<file path="src/sv/wmmv3d_pkg.sv">
`timescale 1ns / 1ps

package wmmv3d_pkg;

    localparam int KERNEL_SIZE_DEF = 3;
    localparam int MAX_WIDTH_DEF   = 256;
    localparam int MAX_HEIGHT_DEF  = 256;
    localparam int MAX_DEPTH       = 4096;

    localparam int SAMPLE_W   = 16;
    localparam int WEIGHT_W   = 4;
    localparam int WVEC_W     = 108;
    localparam int WLOW_W     = 64;
    localparam int WHIGH_W    = 44;
    localparam int DIM_W      = 9;
    localparam int DEPTH_W    = 13;
    localparam int CX_W       = 8;
    localparam int CY_W       = 8;
    localparam int CZ_W       = 12;
    localparam int CFG_IDX_W  = 3;
    localparam int CFG_DATA_W = 64;

    localparam int PROD_W  = 21;
    localparam int SQ_W    = 40;
    localparam int SUM_W   = 26;
    localparam int SUM2_W  = 44;
    localparam int WSUM_W  = 9;
    localparam int WS2_W   = 52;
    localparam int SS_W    = 48;
    localparam int ABS_W   = 24;
    localparam int FRAC_W  = 8;
    localparam int NUM_W   = 60;
    localparam int DEN_W   = 18;
    localparam int VALUE_W = 52;

    typedef enum logic [CFG_IDX_W-1:0] {
        CFG_MODE   = 3'd0,
        CFG_WIDTH  = 3'd1,
        CFG_HEIGHT = 3'd2,
        CFG_DEPTH  = 3'd3,
        CFG_WLOW   = 3'd4,
        CFG_WHIGH  = 3'd5
    } cfg_reg_t;

    // Partial sums that ripple down the cell chain.
    typedef struct packed {
        logic                     vld;
        logic signed [SUM_W-1:0]  s;
        logic        [SUM2_W-1:0] s2;
        logic        [WSUM_W-1:0] ws;
    } acc_t;

endpackage

</file>
<file path="src/sv/wmmv3d_div.sv">
`timescale 1ns / 1ps

module wmmv3d_div import wmmv3d_pkg::*; (
    input  logic             clk,
    input  logic             rst_n,
    input  logic             start,
    input  logic [NUM_W-1:0] dividend,
    input  logic [DEN_W-1:0] divisor,
    output logic             done,
    output logic [NUM_W-1:0] quotient
);

    localparam int CNT_W = $clog2(NUM_W);

    logic [DEN_W:0]   rem_reg;
    logic [DEN_W:0]   rem_sh;
    logic [NUM_W-1:0] quo_reg;
    logic [DEN_W-1:0] den_reg;
    logic [CNT_W-1:0] cnt_reg;
    logic             busy_reg;
    logic             done_reg;
    logic             ge;

    // Restoring division, one quotient bit per cycle while busy; the dividend shifts out
    // of quo_reg from the top while quotient bits shift in at the bottom.
    assign rem_sh = {rem_reg[DEN_W-1:0], quo_reg[NUM_W-1]};
    assign ge     = rem_sh >= {1'b0, den_reg};

    always_ff @(posedge clk)
    begin
        if (start)
        begin
            rem_reg <= '0;
            quo_reg <= dividend;
            den_reg <= divisor;
        end
        else if (busy_reg)
        begin
            rem_reg <= ge ? (rem_sh - {1'b0, den_reg}) : rem_sh;
            quo_reg <= {quo_reg[NUM_W-2:0], ge};
        end
    end

    always_ff @(posedge clk or negedge rst_n)
    begin
        if (!rst_n)
        begin
            busy_reg <= 1'b0;
            done_reg <= 1'b0;
            cnt_reg  <= '0;
        end
        else
        begin
            done_reg <= 1'b0;
            if (start)
            begin
                busy_reg <= 1'b1;
                cnt_reg  <= CNT_W'(NUM_W - 1);
            end
            else if (busy_reg)
            begin
                if (cnt_reg == '0)
                begin
                    busy_reg <= 1'b0;
                    done_reg <= 1'b1;
                end
                else
                begin
                    cnt_reg <= cnt_reg - 1'b1;
                end
            end
        end
    end

    assign done     = done_reg;
    assign quotient = quo_reg;

endmodule

</file>
<file path="config.mk">
export PLATFORM = sky130hd
export DESIGN_NAME = wmmv3d_div
export DESIGN_NICKNAME = d
export VERILOG_FILES = /design/src/sv/wmmv3d_pkg.sv /design/src/sv/wmmv3d_div.sv
export SDC_FILE = /design/constraint.sdc
export NUM_CORES = 1
export LEC_CHECK = 0
export BUFFER_PORTS_ARGS = -buffer_cell sky130_fd_sc_hd__clkbuf_2
export CORE_MARGIN = 2
export CORE_UTILIZATION = 50
export CTS_CLUSTER_SIZE = 24
export DETAILED_ROUTE_END_ITERATION = 8
export GPL_TIMING_DRIVEN = 0
export PLACE_DENSITY = 0.76
export SLEW_MARGIN = 20
export SYNTH_ARGS = -nofsm -noshare
export SYNTH_HDL_FRONTEND = slang
export SYNTH_SLANG_ARGS = --single-unit
</file>
<file path="constraint.sdc">
create_clock -name clk -period 4.6 [get_ports clk]
set_input_delay 0.92 -clock clk [delete_from_list [all_inputs] [get_ports clk]]
set_output_delay 0.92 -clock clk [all_outputs]
set_load 0.02 [all_outputs]
</file>
======== Word-level counts from Yosys, hierarchy flattened ========
Index checks and enable logic that the tools add are counted.
W data, S select, Z words.
cells by class
  add/subtract/negate cells ............... 2
  $mul .................................... 0
  div/mod/pow operators ................... 0
  order comparisons ....................... 1
  eq/ne operators ......................... 1
  shift operators ......................... 0
  muxes and demuxes ....................... 12
  bitwise logic cells ..................... 0
  reductions and logical operators ........ 3
operators with widths
  operator               number
  $mux W60               2
  $ge A19 B18 Y1         1
  $mux W18               1
  $mux W6                3
  $sub A18 B18 Y18       1
  $logic_not A6 Y1       1
  $mux W1                6
  $sub A6 B1 Y6 const B  1
  $ne A2 B2 Y1 const B   1
  $reduce_and A2 Y1      1
  $reduce_bool A2 Y1     1
storage, ports and cells
  register bits ........................... 104
  bits in latches ......................... 0
  RAM bits ................................ 0
  ROM bits ................................ 0
  input port bits ......................... 81
  output and inout bits ................... 61
  word-level logic and storage cells ...... 25
  memories kept ........................... 0

======== Depth between registers and ports, before layout ========
  depth in word-level cells ............... 4
  depth in mapped cells ................... 10
  gate-level depth less buffers ........... 10

======== Least setup slack after synthesis ========
OpenSTA, ideal clock, no wires.
  path kind ............................... in2reg
  start ................................... input start
  end ..................................... register quo_reg[0], in the netlist quotient[0], enable pin
  setup time .............................. 414 ps
  arrival time ............................ 2568 ps
  required time ........................... 4186 ps
  slack ................................... 1618 ps
  stages .................................. 3
  buffers on the path ..................... 1
  path through ............................ clkbuf_1 -> nor2_1 -> inv_1
between the ends
  word-level cells in the longest chain between the ends .. 1
ends and longest elaborated chain
  what                          line              RTL
  from (decl)                   wmmv3d_div.sv:6   input logic start,
  $reduce_bool A2 Y1 (no line)  -
  to (signal assigned)          wmmv3d_div.sv:34  quo_reg <= dividend;
  to (signal assigned)          wmmv3d_div.sv:40  quo_reg <= {quo_reg[NUM_W-2:0], ge};
  to (decl)                     wmmv3d_div.sv:17  logic [NUM_W-1:0] quo_reg;
Every way passes these cells.
A chain may end at the register's enable or synchronous reset.

======== Worst setup path after layout ========
  start ................................... input start
  end ..................................... register quo_reg[49], in the netlist quotient[49], enable pin
The elaborated chain is that of the path after synthesis.

==> key figures <==
Power
  • Total Power: 2.10 mW
  • Power per standard cell area: 324 mW/mm^2
  • Leak pwr: 2.80 nW
  • VDD IR max: 324 uV

Synth
  • Sequential share of the synthesized area: 0.538
  • Syn Nets: 543
  • Yosys cell types: 68
  • Avg Inst Size Synth: 12.2 sq um
  • Syn Inst Count: 441
  • Number of synthesized flops with an enable pin: 78
  • #FFs+latches synth: 104
  • Synth async-reset ratio: 0.0769
  • Synthesis warning total: 0
  • Top_reg_cell synth: edfxtp_1
  • Mapped Area: 0.00539 sq mm

GRT
  • Initial antenna violation count: 0
  • First-pass GRT wire length: 20.3 mm
  • Gr usage total: 0.225
  • Remaining Overflow, GRT: 0
  • Vias in the first global route: 4249
  • Largest net degree at the start of global routing: 61

Critical path
  • CP Data Required Time: 4610 ps
  • R2r setup slk: 1870 ps
  • RR Endpoint: rem_reg[16]
  • R2r worst-path depth: 10
  • Worst-path maximum fanout: 60
  • Crit path capture type: register
  • RR Startpoint: quotient[59]
  • Startpoint types: input pin
  • Critical path type: in2reg
  • Critical path arrival: 2930 ps

Run status
  • Status: finished clean

Placed design
  • HPWL Detailed: 9.33 mm
  • DP Worst Slack: 1260 ps
  • RD Place Congestion: 0.923
  • I/O Buffers: 141

Layout
  • Register area: 0.00290 sq mm
  • Max reg flops: 60
  • Commonest non-fill, non-tap cell in the layout: clkbuf_2
  • Fillcell total: 853
  • Syn-to-layout area delta: 20.5%
  • Commonest non-fill, non-tap cells in the layout: clkbuf_2 (141), edfxtp_1 (78), mux2_2 (59), nand2_1 (29), nor2_1 (28)
  • Nets: 695
  • Layout cells sized above 1: 0.403
  • Multi-input gate area in the final layout: 0.00229 sq mm
  • N_diodes: 0

Detailed routing
  • Iter 0 DRT Violations: 220
  • Via count: 4088
  • Vias/cell: 5.57
  • Residual DRC: 0
  • Routed Antenna Nets: 0
  • Drt pass-1 iters: 4
  • Final wirelength: 12.6 mm
  • Wirelength per Cell: 17.1 microns

Floorplanning
  • Die area: 0.0116 sq mm
  • Site row count: 37
  • Top Ports: 142
  • Core ar.: 0.0104 sq mm
  • Width of the chip: 108 microns
  • Die Y: 108 microns
  • Starting utilization of the core area: 0.518

STA
  • Final Cycle Share: 0.637
  • RSZ-0062 raised after global routing: no
  • WHS: 358 ps
  • Clk_skew: 15.6 ps
  • Final setup viols: 0
  • Final Critical Period: 2930 ps
  • Slew Limit Fails: 0
  • Hold Vio Cnt, Final: 0
  • Worst slew margin: 0.379
  • Slew @ Worst Pin: 928 ps
  • Fmax: 342 MHz
  • Setup TNS: 0 ps
  • Fin worst setup slack: 1670 ps

CTS
  • Worst-Skew Late Latency: 380 ps
  • Root buf cell: clkbuf_8
  • Post-cts resize count: 0
  • Clk buf depth: 2
  • Clock transition at the registers of the reported paths: 110 ps
  • TritonCTS buffer count: 9
  • # Post-CTS Setup Buffers: 0
  • Hold buffers post-CTS: 0
  • CTS H-tree lvls: 3
  • TritonCTS clock tree: built
  • # clock sinks: 104

Run
  • MaxCap Viol Count: 0

Worst hold path
  • Hold crit path type: in2async
## logic make-up (layout without fill, tap and decap cells)
family                   after synthesis  after routing  synth area share
adder cells (fa/ha/maj)               21             21            0.0501
AND/OR/NAND/NOR                      107            107             0.103
buffers and inverters                 47            204            0.0362
AO/OA/AOI/OAI                         85             85             0.118
XOR/XNOR                              13             13            0.0211
multiplexers                          64             64             0.133
flip-flops                           104            104             0.538
## critical path, stage by stage
cell and delay (ps):
clkbuf_2 360, clkbuf_1 350, nor2_1 770, inv_4 500
## Yosys cell counts, types with 3 or more instances
master	count	area share
nand4_1	3	0.0035
mux2i_1	5	0.0093
clkbuf_1	10	0.0070
a311oi_1	4	0.0065
xnor2_1	6	0.0097
inv_1	27	0.019
a21o_1	3	0.0042
o21ai_0	3	0.0028
dfxtp_1	18	0.067
ha_1	20	0.046
edfxtp_1	78	0.43
a21oi_1	18	0.017
o211ai_1	4	0.0056
xor2_1	7	0.011
mux2_2	59	0.12
buf_2	3	0.0028
nand3_1	9	0.0084
buf_1	3	0.0021
a22oi_1	3	0.0042
a311oi_2	3	0.0084
nand3b_1	3	0.0042
nand2_1	29	0.020
o21ai_1	12	0.011
nor2_1	28	0.019
nand2b_1	12	0.014
a211oi_1	6	0.0084
nand4b_1	3	0.0049
o21a_1	3	0.0042
dfrtp_1	8	0.037
## per-layer routing
| metal | vias up | track usage | wire [microns] |
|---|---|---|---|
| met4 | 0 | 0.0751 | 230 |
| met2 | 157 | 0.379 | 6140 |
| met5 | - | 0 | 0 |
| met3 | 19 | 0.0817 | 1140 |
| li1 | 1952 | - | - |
| met1 | 1960 | 0.265 | 5050 |
## final cells by class
type / count / area share
clock inverter: 5 / 0.00809
tap: 136 / 0.0262
sequential: 104 / 0.447
buffer: 19 / 0.0139
timing repair buffer: 141 / 0.109
inverter: 28 / 0.0166
clock buffer: 11 / 0.0268
multi-input combinational: 290 / 0.353
## report_power, final
part           total [mW]  switching (mW)  internal (mW)
clock network       0.625           0.350          0.275
logic               0.349           0.199          0.150
registers            1.13          0.0384           1.09
## how the worst max path moves through the flow
stage                     startpoint           end  slack [ps]  cells after the start
after detailed placement       start  quotient[45]        1260                      4
after CTS                      start  quotient[48]        1680                      4
after floorplan                start   quotient[0]        1620                      3
after global placement         start  quotient[44]         290                      4
final                          start  quotient[49]        1670                      4
after global routing           start  quotient[48]        1470                      4
## per-stage QoR
| step | area [sq um] | util | instances |
|---|---|---|---|
| floorplan | 5390 | - | 441 |
| global placement | 6270 | 0.602 | 718 |
| detailed placement | 6270 | 0.602 | 718 |
| CTS | 6500 | 0.624 | 734 |
| global route | 6500 | 0.624 | 734 |
| finish | 6500 | 0.624 | 734 |
No activity file was read; power rests on OpenSTA's default activity.
