--- config.mk ---
export PLATFORM = sky130hd
export DESIGN_NAME = wmmv3d_cell
export DESIGN_NICKNAME = d
export VERILOG_FILES = /design/src/sv/wmmv3d_pkg.sv /design/src/sv/wmmv3d_cell.sv
export SDC_FILE = /design/constraint.sdc
export NUM_CORES = 1
export LEC_CHECK = 0
export BUFFER_PORTS_ARGS = -buffer_cell sky130_fd_sc_hd__buf_2
export CAP_MARGIN = 20
export CORE_UTILIZATION = 55
export CTS_CLUSTER_SIZE = 24
export DETAILED_ROUTE_END_ITERATION = 7
export PLACE_DENSITY_LB_ADDON = 0.08
export SETUP_SLACK_MARGIN = 0.4
export SKIP_LAST_GASP = 1
export SYNTH_ARGS = -nofsm -noshare
export SYNTH_HDL_FRONTEND = slang
export SYNTH_SLANG_ARGS = --single-unit
--- constraint.sdc ---
create_clock -name clk -period 20.9 [get_ports clk]
set_input_delay 0 -clock clk [delete_from_list [all_inputs] [get_ports clk]]
set_output_delay 0 -clock clk [all_outputs]
set_load 0.01 [all_outputs]
--- src/sv/wmmv3d_pkg.sv ---
`timescale 1ns / 1ps

package wmmv3d_pkg;

    localparam int KERNEL_SIZE_DEF = 3;
    localparam int MAX_WIDTH_DEF   = 256;
    localparam int MAX_HEIGHT_DEF  = 256;
    localparam int MAX_DEPTH       = 4096;

    localparam int SAMPLE_W   = 16;
    localparam int WEIGHT_W   = 4;
    localparam int WVEC_W     = 108;
    localparam int WLOW_W     = 64;
    localparam int WHIGH_W    = 44;
    localparam int DIM_W      = 9;
    localparam int DEPTH_W    = 13;
    localparam int CX_W       = 8;
    localparam int CY_W       = 8;
    localparam int CZ_W       = 12;
    localparam int CFG_IDX_W  = 3;
    localparam int CFG_DATA_W = 64;

    localparam int PROD_W  = 21;
    localparam int SQ_W    = 40;
    localparam int SUM_W   = 26;
    localparam int SUM2_W  = 44;
    localparam int WSUM_W  = 9;
    localparam int WS2_W   = 52;
    localparam int SS_W    = 48;
    localparam int ABS_W   = 24;
    localparam int FRAC_W  = 8;
    localparam int NUM_W   = 60;
    localparam int DEN_W   = 18;
    localparam int VALUE_W = 52;

    typedef enum logic [CFG_IDX_W-1:0] {
        CFG_MODE   = 3'd0,
        CFG_WIDTH  = 3'd1,
        CFG_HEIGHT = 3'd2,
        CFG_DEPTH  = 3'd3,
        CFG_WLOW   = 3'd4,
        CFG_WHIGH  = 3'd5
    } cfg_reg_t;

    // Partial sums that ripple down the cell chain.
    typedef struct packed {
        logic                     vld;
        logic signed [SUM_W-1:0]  s;
        logic        [SUM2_W-1:0] s2;
        logic        [WSUM_W-1:0] ws;
    } acc_t;

endpackage

--- src/sv/wmmv3d_cell.sv ---
`timescale 1ns / 1ps

module wmmv3d_cell import wmmv3d_pkg::*; (
    input  logic                       clk,
    input  logic                       rst_n,
    input  logic                       shift_en,
    input  logic signed [SAMPLE_W-1:0] x_in,
    input  logic [WEIGHT_W-1:0]        weight,
    input  acc_t                       acc_in,
    output logic signed [SAMPLE_W-1:0] x_out,
    output acc_t                       acc_out
);

    logic signed [SAMPLE_W-1:0] x_reg;
    logic signed [PROD_W-1:0]   p_reg;
    logic signed [PROD_W-1:0]   p_next;
    logic [SQ_W-1:0]            q_reg;
    logic signed [2*PROD_W-1:0] sq_full;
    acc_t                       acc_reg;
    acc_t                       acc_next;

    assign p_next  = PROD_W'(x_reg) * PROD_W'(signed'({1'b0, weight}));
    assign sq_full = p_reg * p_reg;

    always_comb
    begin
        acc_next     = acc_reg;
        acc_next.vld = acc_in.vld;
        if (acc_in.vld)
        begin
            acc_next.s  = acc_in.s + SUM_W'(p_reg);
            acc_next.s2 = acc_in.s2 + SUM2_W'(q_reg);
            acc_next.ws = acc_in.ws + WSUM_W'(weight);
        end
    end

    // The weighted sample is registered in p_reg from x_reg, and its square in q_reg from p_reg.
    always_ff @(posedge clk)
    begin
        if (shift_en)
        begin
            x_reg <= x_in;
        end
        p_reg <= p_next;
        q_reg <= sq_full[SQ_W-1:0];
    end

    always_ff @(posedge clk or negedge rst_n)
    begin
        if (!rst_n)
        begin
            acc_reg <= '0;
        end
        else
        begin
            acc_reg <= acc_next;
        end
    end

    assign x_out   = x_reg;
    assign acc_out = acc_reg;

endmodule

======== Yosys cells after proc, flatten, opt, wreduce, memory -nomap -nowiden ========
Index checks and enable logic that the tools add are counted.
word-level totals
  input bits .............................. 103
  word-level logic and storage cells ...... 12
  output and inout port bits .............. 96
  register bits ........................... 157
operators by class
  multiply operators ...................... 2
  add/sub/neg operators ................... 3
operators with widths
  cell                          number
  adder 44 x 40 -> 44 bit       1
  multiplier 21 x 21 -> 40 bit  1
  adder 26 x 21 -> 26 bit       1
  multiplier 16 x 5 -> 21 bit   1
  adder 9 x 4 -> 9 bit          1

======== Depth between registers and ports, before layout ========
Gate-level depths: netlist of run 1.
  depth in word-level cells ............... 1
  mapped depth ............................ 28
  gate-level depth less buffers ........... 27

======== Least setup slack after synthesis of run 1 ========
Ideal clock, no wire load.
  path kind ............................... reg-to-reg
  from .................................... register p_reg[3]
  to ...................................... register q_reg[38]
  required time ........................... 20.781 ns
  period minus slack after synthesis ...... 6.871 ns
  setup slack ............................. 14.029 ns
  cell stages (with the launch flop) ...... 28
  path buffers ............................ 2
  arrival time ............................ 6.752 ns
  library setup time ...................... 0.119 ns
  cells stage by stage .................... dfxtp_1 > clkbuf_1 > clkbuf_1 > nand2_1 > fa_1 > inv_1 > fa_1 > inv_1 > fa_1 > inv_1 > fa_1 > inv_1 > fa_1 > inv_1 > fa_1 > inv_1 > fa_1 > inv_1 > ha_1 > and3_1 > nand3_1 > or4_1 > a211oi_2 > o211a_1 > nor3_1 > o31ai_1 > a21oi_1 > xnor2_1
on the way
  longest elaborated chain between the ends .. 1
ends and longest elaborated chain
  element                       RTL line           source
  start: declaration            wmmv3d_cell.sv:15  logic signed [PROD_W-1:0] p_reg;
  start signal: assignment      wmmv3d_cell.sv:44  p_reg <= p_next;
  multiplier 21 x 21 -> 40 bit  wmmv3d_cell.sv:23  assign sq_full = p_reg * p_reg;
  via sq_full[38]               wmmv3d_cell.sv:18  logic signed [2*PROD_W-1:0] sq_full;
  end signal: assignment        wmmv3d_cell.sv:45  q_reg <= sq_full[SQ_W-1:0];
  end: declaration              wmmv3d_cell.sv:17  logic [SQ_W-1:0] q_reg;
The timed path passes the listed nets, and every way through them passes these cells.
A chain may end at the register's enable or synchronous reset.

======== Final worst setup path of run 1 ========
  from .................................... register p_reg[20]
  to ...................................... register q_reg[39]
Same word-level chain as after synthesis.

==> run_summary.xml, run 1 <==
<?xml version="1.0" encoding="UTF-8"?>
<metrics>
  <group name="synthesis">
    <metric name="synth_sequential_area_ratio" unit="">0.150</metric>
    <metric name="synth_fp_nets" unit="">3335</metric>
    <metric name="dominantRegCellSynth" unit="">dfrtp_1</metric>
    <metric name="muxShareOfSynthArea" unit="">0.0247</metric>
    <metric name="fraction_of_the_mapped_netlist_area_in_adder_cells" unit="">0.471</metric>
    <metric name="synth_compound_gate_area_share" unit="">0.0942</metric>
    <metric name="synth.ff_latch_count" unit="">156</metric>
    <metric name="synth.top_cell.area_share" unit="">0.355</metric>
    <metric name="synth-async-reset-ratio" unit="">0.513</metric>
    <metric name="synth_simple_gate_area_frac" unit="">0.110</metric>
    <metric name="yosys-top-cells-area" unit="">fa_1, ha_1, inv_1</metric>
    <metric name="avgSynthCellArea" unit="sq um">9.56</metric>
    <metric name="synth_area_in_xor_xnor" unit="">0.0499</metric>
    <metric name="synth_area" unit="sq mm">0.0246</metric>
    <metric name="synth_enable_flop_cells" unit="">16</metric>
    <metric name="post-synth-top-area-cell" unit="">fa_1</metric>
    <metric name="yosysWarnings" unit="">0</metric>
    <metric name="yosys.cell_types.count" unit="">75</metric>
    <metric name="synthesis.instances" unit="">2568</metric>
    <metric name="synth_top_family_by_area" unit="">adder cells</metric>
  </group>
  <group name="routing">
    <metric name="route.detailed.vias_per_inst" unit="">5.26</metric>
    <metric name="wire_per_inst" unit="um">17.0</metric>
    <metric name="route.detailed.drc" unit="">0</metric>
    <metric name="top_layer" unit="">met4</metric>
    <metric name="detailed_route_wl" unit="mm">57.7</metric>
    <metric name="drtAntennaViolNets" unit="">0</metric>
    <metric name="vias" unit="">17900</metric>
    <metric name="m1WireLength" unit="mm">24.2</metric>
    <metric name="met2WireLength" unit="mm">29.4</metric>
    <metric name="drt-initial-drc-count" unit="">907</metric>
    <metric name="number_of_optimization_iterations_in_the_first_detailed_route_pass" unit="">5</metric>
    <metric name="wl_met3" unit="mm">2.40</metric>
  </group>
  <group name="global_route">
    <metric name="antenna_found_initial" unit="">2</metric>
    <metric name="globalRouteOverflowTotal" unit="">0</metric>
    <metric name="number_of_global_route_vias_before_repair" unit="">19600</metric>
    <metric name="grt_pass1_wl" unit="mm">96.2</metric>
    <metric name="gr-usage-all-layers" unit="">0.276</metric>
    <metric name="largest_net_degree_at_the_start_of_global_routing" unit="">47</metric>
  </group>
  <group name="placement">
    <metric name="place_congestion" unit="">0.907</metric>
    <metric name="dpl.hpwl" unit="mm">47.0</metric>
    <metric name="port_buffers" unit="">198</metric>
  </group>
  <group name="flow_run">
    <metric name="max-cap-violations" unit="">0</metric>
  </group>
  <group name="timing">
    <metric name="period_minus_slack" unit="ns">8.22</metric>
    <metric name="rsz0062_at_grt" unit="">no</metric>
    <metric name="sum_of_negative_setup_slack" unit="ns">0</metric>
    <metric name="timing.clock.skew" unit="ns">0.0262</metric>
    <metric name="max_slew_margin" unit="">0.343</metric>
    <metric name="fin_crit_sh" unit="">0.393</metric>
    <metric name="setup-violations-final" unit="">0</metric>
    <metric name="timing_max_transition_violations_final" unit="">0</metric>
    <metric name="timing_hold_violations_final" unit="">0</metric>
    <metric name="fmaxAchievable" unit="MHz">122</metric>
    <metric name="worst_margin_pin_slew" unit="ns">0.984</metric>
  </group>
  <group name="floorplan">
    <metric name="placement_rows" unit="">77</metric>
    <metric name="core" unit="sq mm">0.0441</metric>
    <metric name="num_io_pins" unit="">199</metric>
    <metric name="die_height" unit="um">213</metric>
    <metric name="initial_core_utilization" unit="">0.556</metric>
    <metric name="die_width" unit="um">213</metric>
    <metric name="design.die.area" unit="sq mm">0.0455</metric>
  </group>
  <group name="critical_path">
    <metric name="crit_path_max_incr_delay" unit="ns">0.97</metric>
    <metric name="worst-path-max-fanout" unit="">25</metric>
    <metric name="worst_setup_path_end_kind" unit="">flip-flop</metric>
    <metric name="data_required_time_at_the_worst_endpoint" unit="ns">21.25</metric>
    <metric name="slowest_stage" unit="">dfxtp_1</metric>
    <metric name="critPathMostFrequentCell" unit="">fa_1</metric>
    <metric name="critical_path.startpoint_type" unit="">flip-flop</metric>
    <metric name="crit_chain" unit="">inv_1 -&gt; nor2_1 -&gt; fa_1 -&gt; fa_1 -&gt; fa_1 -&gt; fa_1 -&gt; fa_1 -&gt; fa_1 -&gt; inv_1 -&gt; fa_1 -&gt; inv_1 -&gt; ha_1 -&gt; nand3_1 -&gt; nor2_1 -&gt; o2111ai_1 -&gt; a31oi_1 -&gt; o31ai_1 -&gt; o41a_1 -&gt; mux2i_1 -&gt; nand4_1</metric>
    <metric name="worst_endpoint_data_arrival_time" unit="ns">8.57</metric>
    <metric name="type_of_the_setup_path_with_the_least_slack" unit="">flip-flop to flip-flop</metric>
  </group>
  <group name="cts">
    <metric name="cts.sink_count" unit="">156</metric>
    <metric name="tritoncts_buffer_count" unit="">17</metric>
    <metric name="h-tree-depth" unit="">4</metric>
    <metric name="root_buffer" unit="">clkbuf_16</metric>
    <metric name="cts_tree" unit="">built</metric>
    <metric name="insertion_delay" unit="ns">0.50</metric>
    <metric name="clkSlewWorstSetupHoldPaths" unit="ns">0.07</metric>
    <metric name="ctsLongestPathBuffers" unit="">2</metric>
  </group>
  <group name="finish">
    <metric name="area_growth" unit="%">11.1</metric>
    <metric name="largest_reg_flops" unit="">80</metric>
    <metric name="final_common_cell" unit="">inv_1</metric>
    <metric name="drive_gt1_frac" unit="">0.117</metric>
    <metric name="layout.cells.most_common_list" unit="">inv_1, fa_1, ha_1</metric>
    <metric name="nNetsFinal" unit="">3556</metric>
  </group>
  <group name="run_status">
    <metric name="outcome" unit="">finished clean</metric>
  </group>
  <group name="min_path">
    <metric name="hold_class" unit="">input pin to async pin</metric>
  </group>
</metrics>
repair_timing:
item	CTS	global route
buffers inserted	0	0
endpoints found under the hold margin	94	0
hold buffers	48	0
resized for setup	0	0
layout make-up:
class                           count  area [sq um]
Multi-Input combinational cell   1759         18400
Sequential cell                   156          3680
Inverter                          589          2210
Fill cell                        3894         16800
Timing Repair Buffer              266          1630
Antenna cell                        2          5.00
Tap cell                          592           741
Clock inverter                     14           153
Clock buffer                       18           439
cell usage after synthesis, drive strengths merged (3+ instances only):
cell type,n
nor2,114
nand2,197
clkbuf,62
o2111ai,3
a21boi,5
xor2,30
a211oi,14
inv,587
dfxtp,60
or3,9
o311ai,5
fa,435
o211ai,6
a31oi,13
nand4,11
or2,5
nand3,28
and3,13
o211a,5
o21ai,60
and2,121
a21oi,107
nor4,3
ha,229
o41ai,6
dfrtp,80
nor2b,10
o41a,3
edfxtp,16
a31o,4
a21o,56
o21a,16
nor3,22
xnor2,110
nand2b,18
o21bai,12
mux2,53
o31ai,11
worst max-delay path, delay by kind of cell, from the launching register on:
kind	cells	cell delay, ns
simple gates	4	0.93
compound gates	4	1.26
buf+inv	3	0.75
flops	1	0.97
mux	1	0.15
fa+ha+maj	8	3.99
routing by layer:
layer	global-route usage	vias up
li1	-	8431
met1	0.336	8960
met2	0.494	379
met3	0.0418	92
met4	0.0985	0
met5	0	-
kinds of logic after synthesis:
group	count (synthesis)
adders and majority gates	664
buffers and inverters	653
and+or+nand+nor	560
AOI/OAI and AO/OA	341
DFF	156
xor gates and xnor gates	140
muxes	54
path summary, 6_finish.rpt:
| kind | start | to | slack (ns) | depth (start not counted) |
|---|---|---|---|---|
| max in group asynchronous | rst_n | acc_out[71]$_DFFE_PN0P_ | 19.86 | 3 |
| min in group clk | acc_in[61] | acc_out[62]$_DFFE_PN0P_ | 0.04 | 4 |
| min | rst_n | acc_out[79]$_DFF_PN0_ | 0.03 | 2 |
| max | p_reg[20]$_DFF_P_ | q_reg[39]$_DFF_P_ | 12.68 | 20 |
| min reg2reg | acc_out[35]$_DFFE_PN0P_ | acc_out[35]$_DFFE_PN0P_ | 0.48 | 1 |
| max reg2reg | p_reg[20]$_DFF_P_ | q_reg[39]$_DFF_P_ | 12.68 | 20 |
metrics by stage:
| step | hold slack (ns) | area (sq um) | util | setup slack (ns) | cells |
|---|---|---|---|---|---|
| after global routing | 0.0603 | 27300 | 0.618 | 12.17 | 3396 |
| final | 0.0321 | 27300 | 0.618 | 12.68 | 3396 |
| after detailed placement | 0.0316 | 26200 | 0.594 | 12.72 | 3314 |
| after floorplan | -0.296 | 24600 | - | 14.03 | 2568 |
| after CTS | 0.00251 | 27300 | 0.618 | 12.68 | 3394 |
| after global placement | 0.0294 | 26200 | 0.594 | 12.84 | 3314 |
Power of run 1 is left out: the tool's default activity adds up to more than one toggle a clock period on the data nets, which glitch-free logic cannot reach.
==> run 2: changes to the inputs <==
- clock period: 20.9 -> 7.22 ns (I/O delays scaled with it)
==> run 2 against run 1 <==
Critical path depth rose by 1; final cell count rose by 2.1%; register-to-register slack got worse by 12 ns; utilization rose by 2.2 points; die area did not move; fmax rose by 22%.
==> run_summary.xml, run 2 (synthesis results as in run 1) <==
<?xml version="1.0" encoding="UTF-8"?>
<metrics>
  <group name="routing">
    <metric name="number_of_optimization_iterations_in_the_first_detailed_route_pass" unit="">6</metric>
    <metric name="vias" unit="">18100</metric>
    <metric name="detailed_route_wl" unit="mm">58.8</metric>
    <metric name="wire_per_inst" unit="um">17.0</metric>
    <metric name="drtAntennaViolNets" unit="">0</metric>
    <metric name="route.detailed.drc" unit="">0</metric>
    <metric name="route.detailed.vias_per_inst" unit="">5.21</metric>
    <metric name="drt-initial-drc-count" unit="">1002</metric>
  </group>
  <group name="finish">
    <metric name="area_growth" unit="%">15.1</metric>
    <metric name="layout.cells.most_common_list" unit="">inv_1, fa_1, ha_1</metric>
    <metric name="nNetsFinal" unit="">3626</metric>
    <metric name="total_area_of_sequential_cells" unit="sq mm">0.00373</metric>
    <metric name="drive_gt1_frac" unit="">0.165</metric>
    <metric name="largest_reg_flops" unit="">80</metric>
    <metric name="final_common_cell" unit="">inv_1</metric>
    <metric name="fillerInstances" unit="">3759</metric>
    <metric name="multi_input_comb_area" unit="sq mm">0.0187</metric>
  </group>
  <group name="critical_path">
    <metric name="type_of_the_setup_path_with_the_least_slack" unit="">flip-flop to flip-flop</metric>
    <metric name="worst_setup_path_end_kind" unit="">flip-flop</metric>
    <metric name="critical_path.startpoint_type" unit="">flip-flop</metric>
    <metric name="worst-path-max-fanout" unit="">11</metric>
    <metric name="crit_chain" unit="">buf_6 -&gt; and2_4 -&gt; fa_1 -&gt; inv_1 -&gt; fa_1 -&gt; inv_1 -&gt; fa_1 -&gt; fa_1 -&gt; fa_1 -&gt; fa_1 -&gt; fa_1 -&gt; ha_4 -&gt; and3_4 -&gt; nand3_2 -&gt; or4_4 -&gt; a211oi_4 -&gt; o211a_4 -&gt; nor3_2 -&gt; o31ai_1 -&gt; a21oi_1 -&gt; xnor2_1</metric>
    <metric name="slowest_stage" unit="">fa_1</metric>
    <metric name="critPathMostFrequentCell" unit="">fa_1</metric>
    <metric name="reg2reg_setup_slack" unit="ns">0.47</metric>
    <metric name="r2r_end" unit="">q_reg[38]$_DFF_P_</metric>
    <metric name="data_required_time_at_the_worst_endpoint" unit="ns">7.60</metric>
    <metric name="critical_path.reg2reg.startpoint" unit="">p_reg[5]$_DFF_P_</metric>
    <metric name="reg2reg_depth" unit="">21</metric>
    <metric name="crit_path_max_incr_delay" unit="ns">0.55</metric>
    <metric name="worst_endpoint_data_arrival_time" unit="ns">7.13</metric>
  </group>
  <group name="floorplan">
    <metric name="die_width" unit="um">213</metric>
    <metric name="num_io_pins" unit="">199</metric>
    <metric name="core" unit="sq mm">0.0441</metric>
    <metric name="design.die.area" unit="sq mm">0.0455</metric>
    <metric name="placement_rows" unit="">77</metric>
    <metric name="initial_core_utilization" unit="">0.556</metric>
    <metric name="die_height" unit="um">213</metric>
  </group>
  <group name="run_status">
    <metric name="outcome" unit="">finished clean</metric>
  </group>
  <group name="timing">
    <metric name="timing_max_transition_violations_final" unit="">0</metric>
    <metric name="fin_crit_sh" unit="">0.935</metric>
    <metric name="max_slew_margin" unit="">0.486</metric>
    <metric name="timing.clock.skew" unit="ns">0.0168</metric>
    <metric name="rsz0062_at_grt" unit="">yes</metric>
    <metric name="period_minus_slack" unit="ns">6.75</metric>
    <metric name="fmaxAchievable" unit="MHz">148</metric>
    <metric name="timing_hold_violations_final" unit="">0</metric>
    <metric name="sum_of_negative_setup_slack" unit="ns">0</metric>
    <metric name="worst_margin_pin_slew" unit="ns">0.769</metric>
    <metric name="setup-violations-final" unit="">0</metric>
  </group>
  <group name="global_route">
    <metric name="globalRouteOverflowTotal" unit="">0</metric>
    <metric name="number_of_global_route_vias_before_repair" unit="">19200</metric>
    <metric name="largest_net_degree_at_the_start_of_global_routing" unit="">81</metric>
    <metric name="routing_layer_with_the_top_usage_in_global_route" unit="">met2</metric>
    <metric name="grt_pass1_wl" unit="mm">96.9</metric>
    <metric name="antenna_found_initial" unit="">2</metric>
    <metric name="use_met2" unit="">0.462</metric>
    <metric name="grt_use_met3" unit="">0.0412</metric>
    <metric name="gr-usage-all-layers" unit="">0.278</metric>
    <metric name="groute.layer.met1.usage" unit="">0.374</metric>
  </group>
  <group name="placement">
    <metric name="dpl.hpwl" unit="mm">49.0</metric>
    <metric name="place_congestion" unit="">0.951</metric>
    <metric name="port_buffers" unit="">198</metric>
  </group>
  <group name="cts">
    <metric name="cts_tree" unit="">built</metric>
    <metric name="insertion_delay" unit="ns">0.50</metric>
    <metric name="root_buffer" unit="">clkbuf_16</metric>
    <metric name="h-tree-depth" unit="">4</metric>
    <metric name="ctsLongestPathBuffers" unit="">2</metric>
    <metric name="cts.sink_count" unit="">156</metric>
    <metric name="clkSlewWorstSetupHoldPaths" unit="ns">0.07</metric>
    <metric name="tritoncts_buffer_count" unit="">17</metric>
  </group>
  <group name="flow_run">
    <metric name="max-cap-violations" unit="">0</metric>
  </group>
  <group name="min_path">
    <metric name="hold_class" unit="">input pin to async pin</metric>
  </group>
</metrics>
run 2: what timing repair did:
| action | CTS | global route |
|---|---|---|
| endpoints found under the hold margin | 133 | 0 |
| buffers inserted | 0 | 19 |
| pin swaps | 5 | 22 |
| gates resized for setup | 21 | 92 |
| hold buffers | 46 | 0 |
| endpoints found under the setup margin | 13 | 13 |
run 2: how the worst max path moves through the flow:
stage / endpoint / slack (ns) / from / cells after the start
floorplan: q_reg[38]$_DFF_P_ / 0.44 / p_reg[5]$_DFF_P_ / 27
global placement: q_reg[38]$_DFF_P_ / 0.20 / p_reg[10]$_DFF_P_ / 25
detailed placement: q_reg[38]$_DFF_P_ / 0.13 / p_reg[10]$_DFF_P_ / 25
CTS: q_reg[38]$_DFF_P_ / 0.39 / p_reg[5]$_DFF_P_ / 21
global route: q_reg[38]$_DFF_P_ / 0.27 / p_reg[4]$_DFF_P_ / 25
finish: q_reg[38]$_DFF_P_ / 0.47 / p_reg[5]$_DFF_P_ / 21
run 2: layout make-up:
cell class | count | share of cell area
Antenna cell | 2 | 0.000177
Clock buffer | 22 | 0.0179
Clock inverter | 10 | 0.00332
Inverter | 589 | 0.0787
Multi-Input combinational cell | 1759 | 0.662
Sequential cell | 156 | 0.132
Tap cell | 592 | 0.0262
Timing Repair Buffer | 336 | 0.0792
run 2: metrics by stage:
stage | hold WS (ns) | area [sq um] | setup WS [ns] | util | cells
detailed placement | 0.178 | 26600 | 0.132 | 0.603 | 3366
global placement | 0.176 | 26600 | 0.205 | 0.603 | 3366
finish | 0.0392 | 28200 | 0.467 | 0.640 | 3466
floorplan | -0.296 | 24600 | 0.442 | - | 2568
global route | 0.0368 | 28200 | 0.267 | 0.640 | 3466
CTS | 0.00884 | 27700 | 0.386 | 0.629 | 3444
run 2: critical path, delay by kind of cell (launching register included):
family                     cells  cell delay [ns]
adders and majority gates      8             3.83
AOI/OAI and AO/OA              4             0.98
DFF                            1             0.37
xor gates and xnor gates       1             0.13
buffers and inverters          3             0.26
and+or+nand+nor                5             1.07
run 2: metal layers:
metal	share of wire	up-vias
li1	-	8595
met1	0.45	8980
met2	0.48	417
met3	0.042	81
met4	0.025	0
met5	0	-
Power of run 2 is left out for the same reason.
